==> config.mk <==
export PLATFORM = sky130hd
export DESIGN_NAME = dle_stuffed_frame_receiver_flat
export DESIGN_NICKNAME = d
export VERILOG_FILES = /design/src/rtl/dsfr_pkg.sv /design/src/rtl/dsfr_if.sv /design/src/rtl/dle_stuffed_frame_receiver.sv /design/src/rtl/dsfr_payload_buf.sv /design/src/flat_wrapper.sv
export SDC_FILE = /design/constraint.sdc
export NUM_CORES = 1
export LEC_CHECK = 0
export BUFFER_PORTS_ARGS = -buffer_cell sky130_fd_sc_hd__buf_2
export CAP_MARGIN = 20
export CORE_MARGIN = 3
export CORE_UTILIZATION = 50
export CTS_BUF_LIST = sky130_fd_sc_hd__clkbuf_2
export CTS_CLUSTER_SIZE = 20
export DETAILED_ROUTE_END_ITERATION = 10
export GPL_TIMING_DRIVEN = 0
export PLACE_DENSITY_LB_ADDON = 0.1
export SLEW_MARGIN = 20
export SYNTH_ARGS = -nofsm -noshare
export SYNTH_HDL_FRONTEND = slang
export SYNTH_SLANG_ARGS = --single-unit
==> constraint.sdc <==
create_clock -name clk -period 7.45 [get_ports clk]
set_input_delay 0.745 -clock clk [delete_from_list [all_inputs] [get_ports clk]]
set_output_delay 0.745 -clock clk [all_outputs]
set_load 0.02 [all_outputs]
==> src/rtl/dsfr_pkg.sv <==
// Shared types and constants for the DLE stuffed frame receiver.
// No dependencies.
package dsfr_pkg;

    typedef enum logic [2:0]
    {
        PH_IDLE  = 3'd0,
        PH_CHECK = 3'd1,
        PH_TYPE  = 3'd2,
        PH_IDENT = 3'd3,
        PH_DATA  = 3'd4
    } rx_phase_t;

    typedef enum logic [1:0]
    {
        CMD_BYTE    = 2'd0,
        CMD_READ    = 2'd1,
        CMD_RELEASE = 2'd2,
        CMD_NOP     = 2'd3
    } command_t;

    typedef enum logic [1:0]
    {
        REG_START  = 2'd0,
        REG_END    = 2'd1,
        REG_ESCAPE = 2'd2,
        REG_NONE   = 2'd3
    } reg_index_t;

    localparam logic [5:0] MK_START = 6'h01;
    localparam logic [5:0] MK_CHECK = 6'h02;
    localparam logic [5:0] MK_TYPE  = 6'h04;
    localparam logic [5:0] MK_IDENT = 6'h08;
    localparam logic [5:0] MK_DATA  = 6'h10;
    localparam logic [5:0] MK_END   = 6'h20;
    localparam logic [5:0] MK_NEED  = MK_START | MK_CHECK | MK_TYPE | MK_IDENT | MK_END;

    localparam logic [7:0] START_RESET  = 8'd2;
    localparam logic [7:0] END_RESET    = 8'd3;
    localparam logic [7:0] ESCAPE_RESET = 8'd16;

endpackage

==> src/rtl/dsfr_if.sv <==
// Handshake channel interfaces: input items, result items, register writes.
// No dependencies.
interface dsfr_item_if;
    logic       valid;
    logic       ready;
    logic [1:0] command;
    logic [7:0] rx_byte;
    logic [5:0] read_index;

    modport source (output valid, command, rx_byte, read_index, input ready);
    modport sink (input valid, command, rx_byte, read_index, output ready);
endinterface

interface dsfr_result_if;
    logic       valid;
    logic       ready;
    logic       frame_done;
    logic       frame_held;
    logic       byte_ignored;
    logic [7:0] check_byte;
    logic [7:0] type_byte;
    logic [7:0] ident_byte;
    logic [6:0] payload_length;
    logic [7:0] read_data;
    logic       payload_overflow;

    modport source (output valid, frame_done, frame_held, byte_ignored, check_byte,
                    type_byte, ident_byte, payload_length, read_data,
                    payload_overflow, input ready);
    modport sink (input valid, frame_done, frame_held, byte_ignored, check_byte,
                  type_byte, ident_byte, payload_length, read_data,
                  payload_overflow, output ready);
endinterface

interface dsfr_cfg_if;
    logic       valid;
    logic       ready;
    logic [1:0] index;
    logic [7:0] data;

    modport source (output valid, index, data, input ready);
    modport sink (input valid, index, data, output ready);
endinterface

==> src/rtl/dle_stuffed_frame_receiver.sv <==
// Top level of the DLE stuffed frame receiver.
// Depends on dsfr_pkg, dsfr_if and dsfr_payload_buf.
//
// Usage:
//   item   : one beat per command. command 0 feeds a link byte (rx_byte),
//            command 1 reads payload entry read_index, command 2 releases a
//            held frame, command 3 only reports status.
//   result : one beat per item, status after that item plus read_data.
//   cfg    : register writes (0 start, 1 end, 2 escape marker), always ready;
//            write only while no item is in flight.
// The result is registered: it is valid in the cycle after its item is accepted.
// Throughput: one item per cycle while the result is not stalled; the payload
//   memory takes one write or one read per item.
// A stalled result holds in the output register; item.ready stays high as
//   long as that register is empty or is being drained in the same cycle.
// Reset: markers return to 2/3/16, frame state and counts clear, no frame is
//   held. Payload memory is not cleared; entries read before written are
//   undefined.
module dle_stuffed_frame_receiver #(
    parameter int PAYLOAD_DEPTH = 64
) (
    input  logic clk,
    input  logic rst_n,
    dsfr_item_if.sink     item,
    dsfr_result_if.source result,
    dsfr_cfg_if.sink      cfg
);

    import dsfr_pkg::*;

    localparam int AW = (PAYLOAD_DEPTH > 1) ? $clog2(PAYLOAD_DEPTH) : 1;
    localparam int CW = $clog2(PAYLOAD_DEPTH + 1);

    logic [7:0]    start_reg;
    logic [7:0]    end_reg;
    logic [7:0]    escape_reg;

    rx_phase_t     phase_reg, phase_next;
    logic          esc_reg, esc_next;
    logic [5:0]    marks_reg, marks_next;
    logic          held_reg, held_next;
    logic [7:0]    check_reg, check_next;
    logic [7:0]    type_reg, type_next;
    logic [7:0]    ident_reg, ident_next;
    logic [CW-1:0] count_reg, count_next;
    logic [CW-1:0] length_reg, length_next;
    logic          ovf_reg, ovf_next;

    logic          out_valid_reg;
    logic          done_reg;
    logic          ignored_reg;

    logic          accept;
    logic          is_byte;
    logic          take;
    logic          literal;
    logic          hit_escape;
    logic          hit_start;
    logic          hit_end;
    logic          frame_ok;
    logic          room;
    logic          done_c;
    logic          ignored_c;
    logic          wr_en;
    logic [CW+6:0] length_ext;

    assign accept     = item.valid && item.ready;
    assign item.ready = !out_valid_reg || result.ready;
    assign cfg.ready  = 1'b1;

    assign is_byte    = (item.command == CMD_BYTE);
    assign take       = accept && is_byte && !held_reg;
    assign literal    = esc_reg;
    assign hit_escape = !literal && (item.rx_byte == escape_reg);
    assign hit_start  = !literal && (item.rx_byte == start_reg);
    assign hit_end    = !literal && (item.rx_byte == end_reg);
    assign frame_ok   = ((marks_reg | MK_END) & MK_NEED) == MK_NEED;
    assign room       = (32'(count_reg) < 32'(PAYLOAD_DEPTH));
    assign ignored_c  = accept && is_byte && held_reg;
    assign done_c     = take && !hit_escape && !hit_start && hit_end && frame_ok;
    assign wr_en      = take && !hit_escape && !hit_start && !hit_end
                        && (phase_reg == PH_DATA) && room;

    always_ff @(posedge clk or negedge rst_n)
    begin
        if (!rst_n)
        begin
            start_reg  <= START_RESET;
            end_reg    <= END_RESET;
            escape_reg <= ESCAPE_RESET;
        end
        else if (cfg.valid && cfg.ready)
        begin
            case (reg_index_t'(cfg.index))
                REG_START:  start_reg  <= cfg.data;
                REG_END:    end_reg    <= cfg.data;
                REG_ESCAPE: escape_reg <= cfg.data;
                default:    ;
            endcase
        end
    end

    // phase sequencing
    always_comb
    begin
        phase_next = phase_reg;
        if (take && !hit_escape)
        begin
            if (hit_start)
            begin
                phase_next = PH_CHECK;
            end
            else if (hit_end)
            begin
                phase_next = PH_IDLE;
            end
            else
            begin
                case (phase_reg)
                    PH_CHECK: phase_next = PH_TYPE;
                    PH_TYPE:  phase_next = PH_IDENT;
                    PH_IDENT: phase_next = PH_DATA;
                    PH_DATA:  phase_next = PH_DATA;
                    default:  phase_next = phase_reg;
                endcase
            end
        end
    end

    // frame contents and flags
    always_comb
    begin
        esc_next    = esc_reg;
        marks_next  = marks_reg;
        held_next   = held_reg;
        check_next  = check_reg;
        type_next   = type_reg;
        ident_next  = ident_reg;
        count_next  = count_reg;
        length_next = length_reg;
        ovf_next    = ovf_reg;
        if (accept && (item.command == CMD_RELEASE))
        begin
            held_next = 1'b0;
        end
        if (take)
        begin
            esc_next = hit_escape;
            if (hit_escape)
            begin
                esc_next = 1'b1;
            end
            else if (hit_start)
            begin
                marks_next = MK_START;
                count_next = '0;
                ovf_next   = 1'b0;
            end
            else if (hit_end)
            begin
                length_next = count_reg;
                marks_next  = frame_ok ? 6'd0 : (marks_reg | MK_END);
                held_next   = frame_ok;
            end
            else
            begin
                case (phase_reg)
                    PH_CHECK:
                    begin
                        check_next = item.rx_byte;
                        marks_next = marks_reg | MK_CHECK;
                    end
                    PH_TYPE:
                    begin
                        type_next  = item.rx_byte;
                        marks_next = marks_reg | MK_TYPE;
                    end
                    PH_IDENT:
                    begin
                        ident_next = item.rx_byte;
                        marks_next = marks_reg | MK_IDENT;
                    end
                    PH_DATA:
                    begin
                        if (room)
                        begin
                            count_next = count_reg + CW'(1);
                        end
                        else
                        begin
                            ovf_next = 1'b1;
                        end
                        marks_next = marks_reg | MK_DATA;
                    end
                    default: ;
                endcase
            end
        end
    end

    always_ff @(posedge clk or negedge rst_n)
    begin
        if (!rst_n)
        begin
            phase_reg  <= PH_IDLE;
            esc_reg    <= 1'b0;
            marks_reg  <= 6'd0;
            held_reg   <= 1'b0;
            check_reg  <= 8'd0;
            type_reg   <= 8'd0;
            ident_reg  <= 8'd0;
            count_reg  <= '0;
            length_reg <= '0;
            ovf_reg    <= 1'b0;
        end
        else
        begin
            phase_reg  <= phase_next;
            esc_reg    <= esc_next;
            marks_reg  <= marks_next;
            held_reg   <= held_next;
            check_reg  <= check_next;
            type_reg   <= type_next;
            ident_reg  <= ident_next;
            count_reg  <= count_next;
            length_reg <= length_next;
            ovf_reg    <= ovf_next;
        end
    end

    // result register: status fields are the live state, captured with the beat
    always_ff @(posedge clk or negedge rst_n)
    begin
        if (!rst_n)
        begin
            out_valid_reg <= 1'b0;
            done_reg      <= 1'b0;
            ignored_reg   <= 1'b0;
        end
        else
        begin
            if (accept)
            begin
                out_valid_reg <= 1'b1;
                done_reg      <= done_c;
                ignored_reg   <= ignored_c;
            end
            else if (result.ready)
            begin
                out_valid_reg <= 1'b0;
            end
        end
    end

    dsfr_payload_buf #(
        .DEPTH (PAYLOAD_DEPTH),
        .AW    (AW)
    ) u_buf (
        .clk      (clk),
        .rst_n    (rst_n),
        .beat_en  (accept),
        .wr_en    (wr_en),
        .wr_addr  (count_reg[AW-1:0]),
        .wr_data  (item.rx_byte),
        .rd_en    (accept && (item.command == CMD_READ)),
        .rd_index (item.read_index),
        .rd_data  (result.read_data)
    );

    assign length_ext = {7'd0, length_reg};

    // state registers only change on accepted beats, so they match the held result
    assign result.valid            = out_valid_reg;
    assign result.frame_done       = done_reg;
    assign result.frame_held       = held_reg;
    assign result.byte_ignored     = ignored_reg;
    assign result.check_byte       = check_reg;
    assign result.type_byte        = type_reg;
    assign result.ident_byte       = ident_reg;
    assign result.payload_length   = length_ext[6:0];
    assign result.payload_overflow = ovf_reg;

    a_done_holds: assert property (@(posedge clk) disable iff (!rst_n)
        result.valid && result.frame_done |-> result.frame_held)
        else $error("completed frame not reported as held");

    a_ignore_held: assert property (@(posedge clk) disable iff (!rst_n)
        result.valid && result.byte_ignored |-> result.frame_held && !result.frame_done)
        else $error("byte ignored without a held frame");

    a_hold_source: assert property (@(posedge clk) disable iff (!rst_n)
        !held_reg ##1 held_reg |-> $past(done_c))
        else $error("frame held without a completing end marker");

    a_count_bound: assert property (@(posedge clk) disable iff (!rst_n)
        32'(count_reg) <= 32'(PAYLOAD_DEPTH))
        else $error("payload count beyond buffer depth");

    a_no_write_held: assert property (@(posedge clk) disable iff (!rst_n)
        wr_en |-> !held_reg && (phase_reg == PH_DATA))
        else $error("payload write outside data phase");

endmodule

==> src/rtl/dsfr_payload_buf.sv <==
// Payload buffer: single write port, registered read port with range check.
// Depends on nothing but its parameter.
module dsfr_payload_buf #(
    parameter int DEPTH = 64,
    parameter int AW    = 6
) (
    input  logic          clk,
    input  logic          rst_n,
    input  logic          beat_en,
    input  logic          wr_en,
    input  logic [AW-1:0] wr_addr,
    input  logic [7:0]    wr_data,
    input  logic          rd_en,
    input  logic [5:0]    rd_index,
    output logic [7:0]    rd_data
);

    logic [7:0]     mem [DEPTH];
    logic [7:0]     rd_q_reg;
    logic           rd_hit_reg;
    logic           rd_hit_next;
    logic [AW+5:0]  rd_index_ext;
    logic [AW-1:0]  rd_addr;

    assign rd_index_ext = {{AW{1'b0}}, rd_index};
    assign rd_addr      = rd_index_ext[AW-1:0];
    assign rd_hit_next  = (32'(rd_index) < 32'(DEPTH));

    always_ff @(posedge clk)
    begin
        if (wr_en)
        begin
            mem[wr_addr] <= wr_data;
        end
    end

    always_ff @(posedge clk)
    begin
        if (rd_en && rd_hit_next)
        begin
            rd_q_reg <= mem[rd_addr];
        end
    end

    // hit flag only moves with a new beat so a stalled result holds
    always_ff @(posedge clk or negedge rst_n)
    begin
        if (!rst_n)
        begin
            rd_hit_reg <= 1'b0;
        end
        else if (beat_en)
        begin
            rd_hit_reg <= rd_en && rd_hit_next;
        end
    end

    assign rd_data = rd_hit_reg ? rd_q_reg : 8'd0;

endmodule

==> src/flat_wrapper.sv <==
// flat-port wrapper written by rule: the top's interface ports become plain ports
module dle_stuffed_frame_receiver_flat import dsfr_pkg::*;
#(
    parameter int PAYLOAD_DEPTH = 64
)
  (clk, rst_n, item_valid, item_command, item_rx_byte, item_read_index, item_ready, result_valid, result_frame_done, result_frame_held, result_byte_ignored, result_check_byte, result_type_byte, result_ident_byte, result_payload_length, result_read_data, result_payload_overflow, result_ready, cfg_valid, cfg_index, cfg_data, cfg_ready);
  dsfr_item_if item_i ();
  dsfr_result_if result_i ();
  dsfr_cfg_if cfg_i ();
  input  logic clk;
  input  logic rst_n;
  input wire logic [$bits(item_i.valid)-1:0] item_valid;
  input wire logic [$bits(item_i.command)-1:0] item_command;
  input wire logic [$bits(item_i.rx_byte)-1:0] item_rx_byte;
  input wire logic [$bits(item_i.read_index)-1:0] item_read_index;
  output wire logic [$bits(item_i.ready)-1:0] item_ready;
  output wire logic [$bits(result_i.valid)-1:0] result_valid;
  output wire logic [$bits(result_i.frame_done)-1:0] result_frame_done;
  output wire logic [$bits(result_i.frame_held)-1:0] result_frame_held;
  output wire logic [$bits(result_i.byte_ignored)-1:0] result_byte_ignored;
  output wire logic [$bits(result_i.check_byte)-1:0] result_check_byte;
  output wire logic [$bits(result_i.type_byte)-1:0] result_type_byte;
  output wire logic [$bits(result_i.ident_byte)-1:0] result_ident_byte;
  output wire logic [$bits(result_i.payload_length)-1:0] result_payload_length;
  output wire logic [$bits(result_i.read_data)-1:0] result_read_data;
  output wire logic [$bits(result_i.payload_overflow)-1:0] result_payload_overflow;
  input wire logic [$bits(result_i.ready)-1:0] result_ready;
  input wire logic [$bits(cfg_i.valid)-1:0] cfg_valid;
  input wire logic [$bits(cfg_i.index)-1:0] cfg_index;
  input wire logic [$bits(cfg_i.data)-1:0] cfg_data;
  output wire logic [$bits(cfg_i.ready)-1:0] cfg_ready;
  assign item_i.valid = item_valid;
  assign item_i.command = item_command;
  assign item_i.rx_byte = item_rx_byte;
  assign item_i.read_index = item_read_index;
  assign item_ready = item_i.ready;
  assign result_valid = result_i.valid;
  assign result_frame_done = result_i.frame_done;
  assign result_frame_held = result_i.frame_held;
  assign result_byte_ignored = result_i.byte_ignored;
  assign result_check_byte = result_i.check_byte;
  assign result_type_byte = result_i.type_byte;
  assign result_ident_byte = result_i.ident_byte;
  assign result_payload_length = result_i.payload_length;
  assign result_read_data = result_i.read_data;
  assign result_payload_overflow = result_i.payload_overflow;
  assign result_i.ready = result_ready;
  assign cfg_i.valid = cfg_valid;
  assign cfg_i.index = cfg_index;
  assign cfg_i.data = cfg_data;
  assign cfg_ready = cfg_i.ready;
  dle_stuffed_frame_receiver #(.PAYLOAD_DEPTH(PAYLOAD_DEPTH)) u_core (.clk(clk), .rst_n(rst_n), .item(item_i), .result(result_i), .cfg(cfg_i));
endmodule
==> out/metrics.cfg, run 1 <==
[run_status]
status = finished clean

[critical_path]
required_ns = 8.44
worst_path_most_repeated_cell = buf_2
setup.worst_path.start_class = primary input
slowest_stage = buf_4
reg2reg_from = u_core.start_reg[1]$_DFFE_PN1P_
worstRegToRegCells = 8
r2r-end = u_core.u_buf.mem[31][5]$_DFFE_PP_
ff2ff_setup_slack_ns = 4.40
slowest_delay_ns = 0.57
path_class = primary input to flip-flop
end_kind = flip-flop
path_cells = dlygate4sd3_1, buf_4, buf_2, xor2_1, nor4_1, nand3_1, nand3_1, buf_2, buf_2, nor3_2, buf_4
crit_fanout = 65
arrival_ns = 4.42

[cts]
htreeDepth = 4
path_clk_slew_ns = 0.10
cts_tree = done
cts_resized = 0
clk_latency_ns = 1.27
numCtsBuffers = 153
clock_sinks = 596
root_buffer = clkbuf_2
clk_path_buf_depth = 3

[drt]
drtAntennaViolNets = 0
drtIter0Drc = 1306
vias = 12700
wl_per_cell_um = 26.6
drc = 0
viasPerCell = 5.86
first_pass_iters = 5
wl_mm = 57.8

[die]
die-area_um2 = 50400
die_height_um = 224
start_util_pct = 50.9
ioPinCount = 77
die_x_um = 224
row_count = 79
core_um2 = 46900

[sta]
slew_viol_final = 0
max_freq_mhz = 292
period_needed_ns = 3.43
rsz0062_at_grt = false
setup_violations = 0
fin_skew_ns = 0.0658
fin_tns_setup_ns = 0
finalCritPeriodShare_pct = 46.0
maxSlewHeadroom_pct = 20.6
tightest_slew_ns = 1.16
hold_violations = 0

[final_layout]
largest_register = u_core.u_buf.mem
utilization_pct = 57.9
largest_reg_flops = 512
fill_cells = 3670
layout-drive-gt1-share_pct = 41.6
fin_area_um2 = 27100
nNetsFinal = 1495
syn_to_final_growth_pct = 13.8

[power_and_ir_drop]
peakVddDrop_v = 0.000229
power_density_nw_per_um2 = 251
leakage_nw = 9.36

[placement]
gp_congestion = 0.808
place_area_um2 = 25500
place_hpwl_mm = 36.5
port_buffers = 70

[global_routing]
first_global_vias = 13100
grt_max_degree = 66
grt-ovfl-total = 0
grt_usage_pct = 23.7
grt_pass1_wl_mm = 85.6
antenna_found_initial = 4

[yosys]
synth_compound_area_share_pct = 2.78
yosysWarnings = 0
synth.distinct_cells = 54
avgSynthCellArea_um2 = 20.1
synth_top_area_share_pct = 65.4
ys_seq_area_share_pct = 73.4
syn_nets = 1221
yosys.area_share.simple_pct = 3.95
ys_seq_elements = 596
netlist_area_um2 = 23900
synth_common_cells = 520 x edfxtp_1, 137 x mux4_2, 72 x dfrtp_1
synthCells = 1189
yosysMostFrequentCell = edfxtp_1
yosys.area.top_type = edfxtp_1
synth_enable_flop_cells = 520
ys_top_cells_by_area = edfxtp_1 65%, mux4_2 13%, dfrtp_1 7.5%
synthMuxAreaShare_pct = 16.8
synthAdderAreaFrac_pct = 0.0524
synth-main-ff-cell = edfxtp_1
async_reset_ff_share_pct = 12.8
synthXorXnorAreaFrac_pct = 0.975
synth_top_family_by_area = multiplexers

[min_path]
whs_endpoint = u_core.escape_reg[5]$_DFFE_PN0P_
worstHoldStart = cfg_valid
hp-class = primary input to flip-flop
hold_path_depth = 3

[job]
drv_cap = 0

layer usage:
layer	vias up	GRT usage, %	part of all wire [%]
li1	5522	-	-
met1	6627	33.8	43
met2	497	35.3	47
met3	89	7.09	7.4
met4	0	8.67	2.2
met5	-	0	0
where the power goes:
part	switching (mW)	leakage (nW)	total (mW)	internal, mW
clock network	1.30	1.06	2.22	0.919
logic	0.505	2.68	0.793	0.288
registers	0.0662	5.62	3.80	3.74
total	1.87	9.36	6.81	4.94
stage by stage:
step | power [mW] | hold WS [ns] | instances | setup WS (ns)
after floorplan | 4.32 | 0.449 | 1189 | 4.49
after global placement | 4.61 | 0.480 | 1866 | 2.47
after detailed placement | 4.65 | 0.484 | 1885 | 3.10
after CTS | 6.89 | 0.0219 | 2172 | 4.17
after global routing | 7.12 | 0.111 | 2175 | 3.97
final | 6.81 | 0.206 | 2175 | 4.02
worst max-delay path: cells and delay by family:
| family | cells | cell delay [ns] |
|---|---|---|
| xor gates and xnor gates | 1 | 0.09 |
| buffers and inverters | 6 | 2.44 |
| and+or+nand+nor | 4 | 1.12 |
layout by cell type (no fill, tap or decap), types with 27 or more instances in the layout:
master,n
buf_2,84
buf_4,32
clkbuf_1,27
clkbuf_2,233
dfrtp_1,72
dlygate4sd3_1,29
edfxtp_1,520
mux2_2,53
mux4_2,137
nor3_2,64
kinds of logic (layout without fill, tap and decap cells):
logic type | count (synthesis) | after routing
XOR/XNOR | 24 | 24
other | 1 | 3
flip-flops | 596 | 596
AO/OA/AOI/OAI | 91 | 91
buffers and inverters | 83 | 460
multiplexers | 220 | 220
AND/OR/NAND/NOR | 173 | 173
adder cells (fa/ha/maj) | 1 | 1
layout make-up:
| class | instances | area, µm² | share of cell area, % |
|---|---|---|---|
| flip-flops and latches | 596 | 17500 | 64.5 |
| multi-input cells | 510 | 6200 | 22.9 |
| clock buffers | 233 | 1170 | 4.30 |
| repair buffers | 119 | 848 | 3.12 |
| well taps | 607 | 759 | 2.80 |
| plain buffers | 76 | 443 | 1.63 |
| clock inverters | 25 | 175 | 0.645 |
| inverters | 7 | 26.3 | 0.0968 |
| diodes | 2 | 5.00 | 0.0184 |
worst max path at each step:
| stage | from | to | slack (ns) | cells past startpoint |
|---|---|---|---|---|
| after global routing | item_rx_byte[5] | u_core.u_buf.mem[31][4]$_DFFE_PP_ | 3.97 | 11 |
| after CTS | item_rx_byte[5] | u_core.u_buf.mem[30][5]$_DFFE_PP_ | 4.17 | 11 |
| after global placement | item_rx_byte[5] | u_core.u_buf.mem[49][7]$_DFFE_PP_ | 2.47 | 9 |
| after detailed placement | item_rx_byte[3] | u_core.u_buf.mem[22][6]$_DFFE_PP_ | 3.10 | 9 |
| final | item_rx_byte[5] | u_core.u_buf.mem[31][5]$_DFFE_PP_ | 4.02 | 11 |
| after floorplan | result_ready | u_core.u_buf.mem[14][0]$_DFFE_PP_ | 4.49 | 7 |
repair_timing:
action | in CTS | in global routing
endpoints found under the hold margin | 523 | 30
hold buffers | 29 | 1
buffers inserted | 0 | 0
(Power assumes the default switching activity.)
==> inputs of run 2 (changes only) <==
--- a/config.mk
+++ b/config.mk
@@ -5,6 +5,7 @@
 export SDC_FILE = /design/constraint.sdc
 export NUM_CORES = 1
 export LEC_CHECK = 0
+export ABC_AREA = 1
 export BUFFER_PORTS_ARGS = -buffer_cell sky130_fd_sc_hd__buf_2
 export CAP_MARGIN = 20
 export CORE_MARGIN = 3
==> constraint.sdc (replaced) <==
create_clock -name clk -period 3.5 [get_ports clk]
set_input_delay 0.35 -clock clk [delete_from_list [all_inputs] [get_ports clk]]
set_output_delay 0.35 -clock clk [all_outputs]
set_load 0.02 [all_outputs]
==> out/metrics.cfg, run 2 <==
[cts]
hold_buffers = 79  ; +170%
clock_sinks = 596  ; unchanged
numCtsBuffers = 151  ; -1.3%
clk_latency_ns = 1.35  ; +0.08 ns
root_buffer = clkbuf_2
cts_tree = done
path_clk_slew_ns = 0.09  ; about the same
htreeDepth = 4  ; unchanged
clk_path_buf_depth = 3  ; unchanged
cts_resized = 0  ; unchanged
post_cts_buffers = 0  ; unchanged

[global_routing]
grt_max_degree = 69  ; +4.5%
grt_pass1_wl_mm = 106  ; +23%
first_global_vias = 17700  ; +35%
grt-ovfl-total = 0  ; unchanged
grt_usage_pct = 28.0  ; +4.3 points
antenna_found_initial = 5  ; +1

[yosys]
async_reset_ff_share_pct = 12.8  ; unchanged
synth_compound_area_share_pct = 10.2  ; +7.4 points
synth_top_area_share_pct = 63.6  ; -1.8 points
synth_enable_flop_cells = 520  ; unchanged
synthMuxAreaShare_pct = 0  ; -17 points
yosysMostFrequentCell = edfxtp_1
synth-main-ff-cell = edfxtp_1
avgSynthCellArea_um2 = 11.5  ; -42%
ys_top_cells_by_area = edfxtp_1 64%, dfrtp_1 7.3%, nand2_1 6.1%
yosys.area_share.simple_pct = 14.5  ; +11 points
ys_seq_elements = 596  ; unchanged
ys_seq_area_share_pct = 71.4  ; -2.1 points
netlist_area_um2 = 24600  ; +2.9%
syn_nets = 2158  ; +77%
yosysWarnings = 0  ; unchanged
synth.distinct_cells = 38  ; -30%
synth_common_cells = 520 x edfxtp_1, 402 x nand2_1, 355 x nor2_1
synth_top_family_by_area = simple AND/OR/NAND/NOR gates
synthCells = 2126  ; +79%
synthAdderAreaFrac_pct = 0.0510  ; -0.0015 points
synthXorXnorAreaFrac_pct = 0.392  ; -0.58 points
yosys.area.top_type = edfxtp_1

[placement]
place_hpwl_mm = 46.2  ; +27%
port_buffers = 71  ; +1.4%
place_area_um2 = 25900  ; +1.6%
gp_congestion = 1.01  ; +25%

[sta]
rsz0062_at_grt = false
finalCritPeriodShare_pct = 96.8
fin_skew_ns = 0.0731  ; +0.00724 ns
period_needed_ns = 3.39
maxSlewHeadroom_pct = 31.8  ; +11 points
tightest_slew_ns = 1.02  ; -0.143 ns
hold_violations = 0  ; unchanged
setup_violations = 0  ; unchanged
max_freq_mhz = 295
slew_viol_final = 0  ; unchanged
hold_ws_ns = 0.145  ; -0.0613 ns

[die]
ioPinCount = 77  ; unchanged
die_height_um = 228  ; +1.4%
die-area_um2 = 51800  ; +2.8%
row_count = 80  ; +1.3%
start_util_pct = 51.0  ; +0.063 points
core_um2 = 48100  ; +2.8%
die_x_um = 228  ; +1.4%

[power_and_ir_drop]
peakVddDrop_v = 0.000379  ; +66%
power_density_nw_per_um2 = 508  ; +100%
leakage_nw = 10.6  ; +13%
p_total_mw = 14.3  ; +110%

[drt]
drc = 0  ; unchanged
drtAntennaViolNets = 0  ; unchanged
viasPerCell = 5.61  ; -4.2%
drtIter0Drc = 1709  ; +31%
wl_per_cell_um = 22.2  ; -17%
first_pass_iters = 6  ; +1
wl_mm = 70.9  ; +23%
vias = 17900  ; +41%

[critical_path]
slowest_delay_ns = 0.87  ; +0.30 ns
slowest_stage = nor2_1
arrival_ns = 4.30  ; -0.12 ns
path_cells = dlygate4sd3_1, dlygate4sd3_1, buf_4, buf_12, xnor2_1, nand4_1, dlygate4sd3_1, nor2_1, nor2_2, inv_2, nor2_8, buf_12, nand4_4, nor2_1
path_class = primary input to flip-flop
cp_top_family = buffers and inverters
setup.worst_path.start_class = primary input
required_ns = 4.42  ; -4.02 ns
end_kind = flip-flop
crit_fanout = 40  ; -38%
path_buf_inv = 7  ; +1
worst_path_most_repeated_cell = dlygate4sd3_1

[job]
drv_cap = 0  ; unchanged

[final_layout]
mostFrequentLayoutCell = edfxtp_1
fin_area_um2 = 28100  ; +3.6%
layout-drive-gt1-share_pct = 16.0  ; -26 points
largest_register = u_core.u_buf.mem
nNetsFinal = 2468  ; +65%
syn_to_final_growth_pct = 14.5
largest_reg_flops = 512  ; unchanged
final_cell_mix = 520 x edfxtp_1, 402 x nand2_1, 355 x nor2_1

[run_status]
status = finished clean

[min_path]
hp-class = primary input to flip-flop

-- run 2: cell count changes after synthesis, moves of 23 or more --
cell / before / now
clkbuf_1: 27 / 62
inv_1: 7 / 60
mux2_2: 53 / 0
mux2i_1: 23 / 0
mux4_2: 137 / 0
nand2_1: 20 / 402
nand3_1: 7 / 68
nor2_1: 11 / 355
nor2b_1: 24 / 0
nor3_1: 66 / 3
o21ai_0: 11 / 280
o21ai_1: 2 / 46
o22ai_1: 2 / 130
-- run 2: where the power goes --
part	total, mW	internal, mW	switching, mW
clock	4.81	2.02	2.78
combinational	1.50	0.475	1.02
sequential	7.98	7.88	0.103
total	14.3	10.4	3.91
-- run 2: area by class of cell --
class	instances	area, µm²
flip-flops and latches	596	17500
clock buffers	217	1090
fillers	4085	20000
multi-input cells	1336	6180
repair buffers	157	1360
clock inverters	39	300
plain buffers	120	571
diodes	3	7.51
inverters	74	278
well taps	656	821
-- run 2: cells by family (layout without fill, tap and decap cells) --
kind of cell	count (synthesis)	after routing
other	1	4
DFF	596	596
adders and majority gates	1	1
and+or+nand+nor	857	857
buffers and inverters	194	607
AOI/OAI and AO/OA	466	466
xor gates and xnor gates	11	11
-- run 2: per-layer routing --
| layer | GRT usage (%) | vias to the layer above | part of all wire [%] |
|---|---|---|---|
| met3 | 5.84 | 142 | 7.8 |
| met2 | 46.4 | 830 | 49 |
| met1 | 36.5 | 8737 | 40 |
| li1 | - | 8235 | - |
| met4 | 11.3 | 2 | 3.1 |
| met5 | 0 | - | 0.021 |
-- run 2: tightest hold or removal path, delay by kind of cell --
| family | cells | cell delay (ns) |
|---|---|---|
| buffers and inverters | 1 | 0.22 |
| and+or+nand+nor | 6 | 0.39 |
| AOI/OAI and AO/OA | 2 | 0.31 |
-- run 2: worst paths after layout --
path,startpoint,end,slack [ns],cells past startpoint
max,item_rx_byte[6],u_core.u_buf.mem[56][6]$_DFFE_PP_,0.11,14
min,item_read_index[0],u_core.u_buf.rd_q_reg[7]$_DFFE_PP_,0.14,9
max reg2reg,u_core.escape_reg[6]$_DFFE_PN0P_,u_core.u_buf.mem[56][6]$_DFFE_PP_,0.23,10
min reg2reg,u_core.result.payload_length[4]$_DFFE_PN0P_,u_core.result.payload_length[4]$_DFFE_PN0P_,0.50,2
max in group asynchronous,rst_n,u_core.start_reg[1]$_DFFE_PN1P_,2.28,6
min in group asynchronous,rst_n,u_core.marks_reg[3]$_DFFE_PN0P_,0.67,5
-- run 2: metrics by stage --
step	utilization, %	std cells	worst slack [ns]	TNS [ns]
3_5_place_dp	53.8	2860	-0.191	-11.26
6_report	58.4	3198	0.111	0
3_3_place_gp	53.4	2853	-0.727	-286.74
2_1_floorplan	-	2126	1.24	0
5_1_grt	58.4	3198	0.0784	0
4_1_cts	58.4	3195	0.0685	0
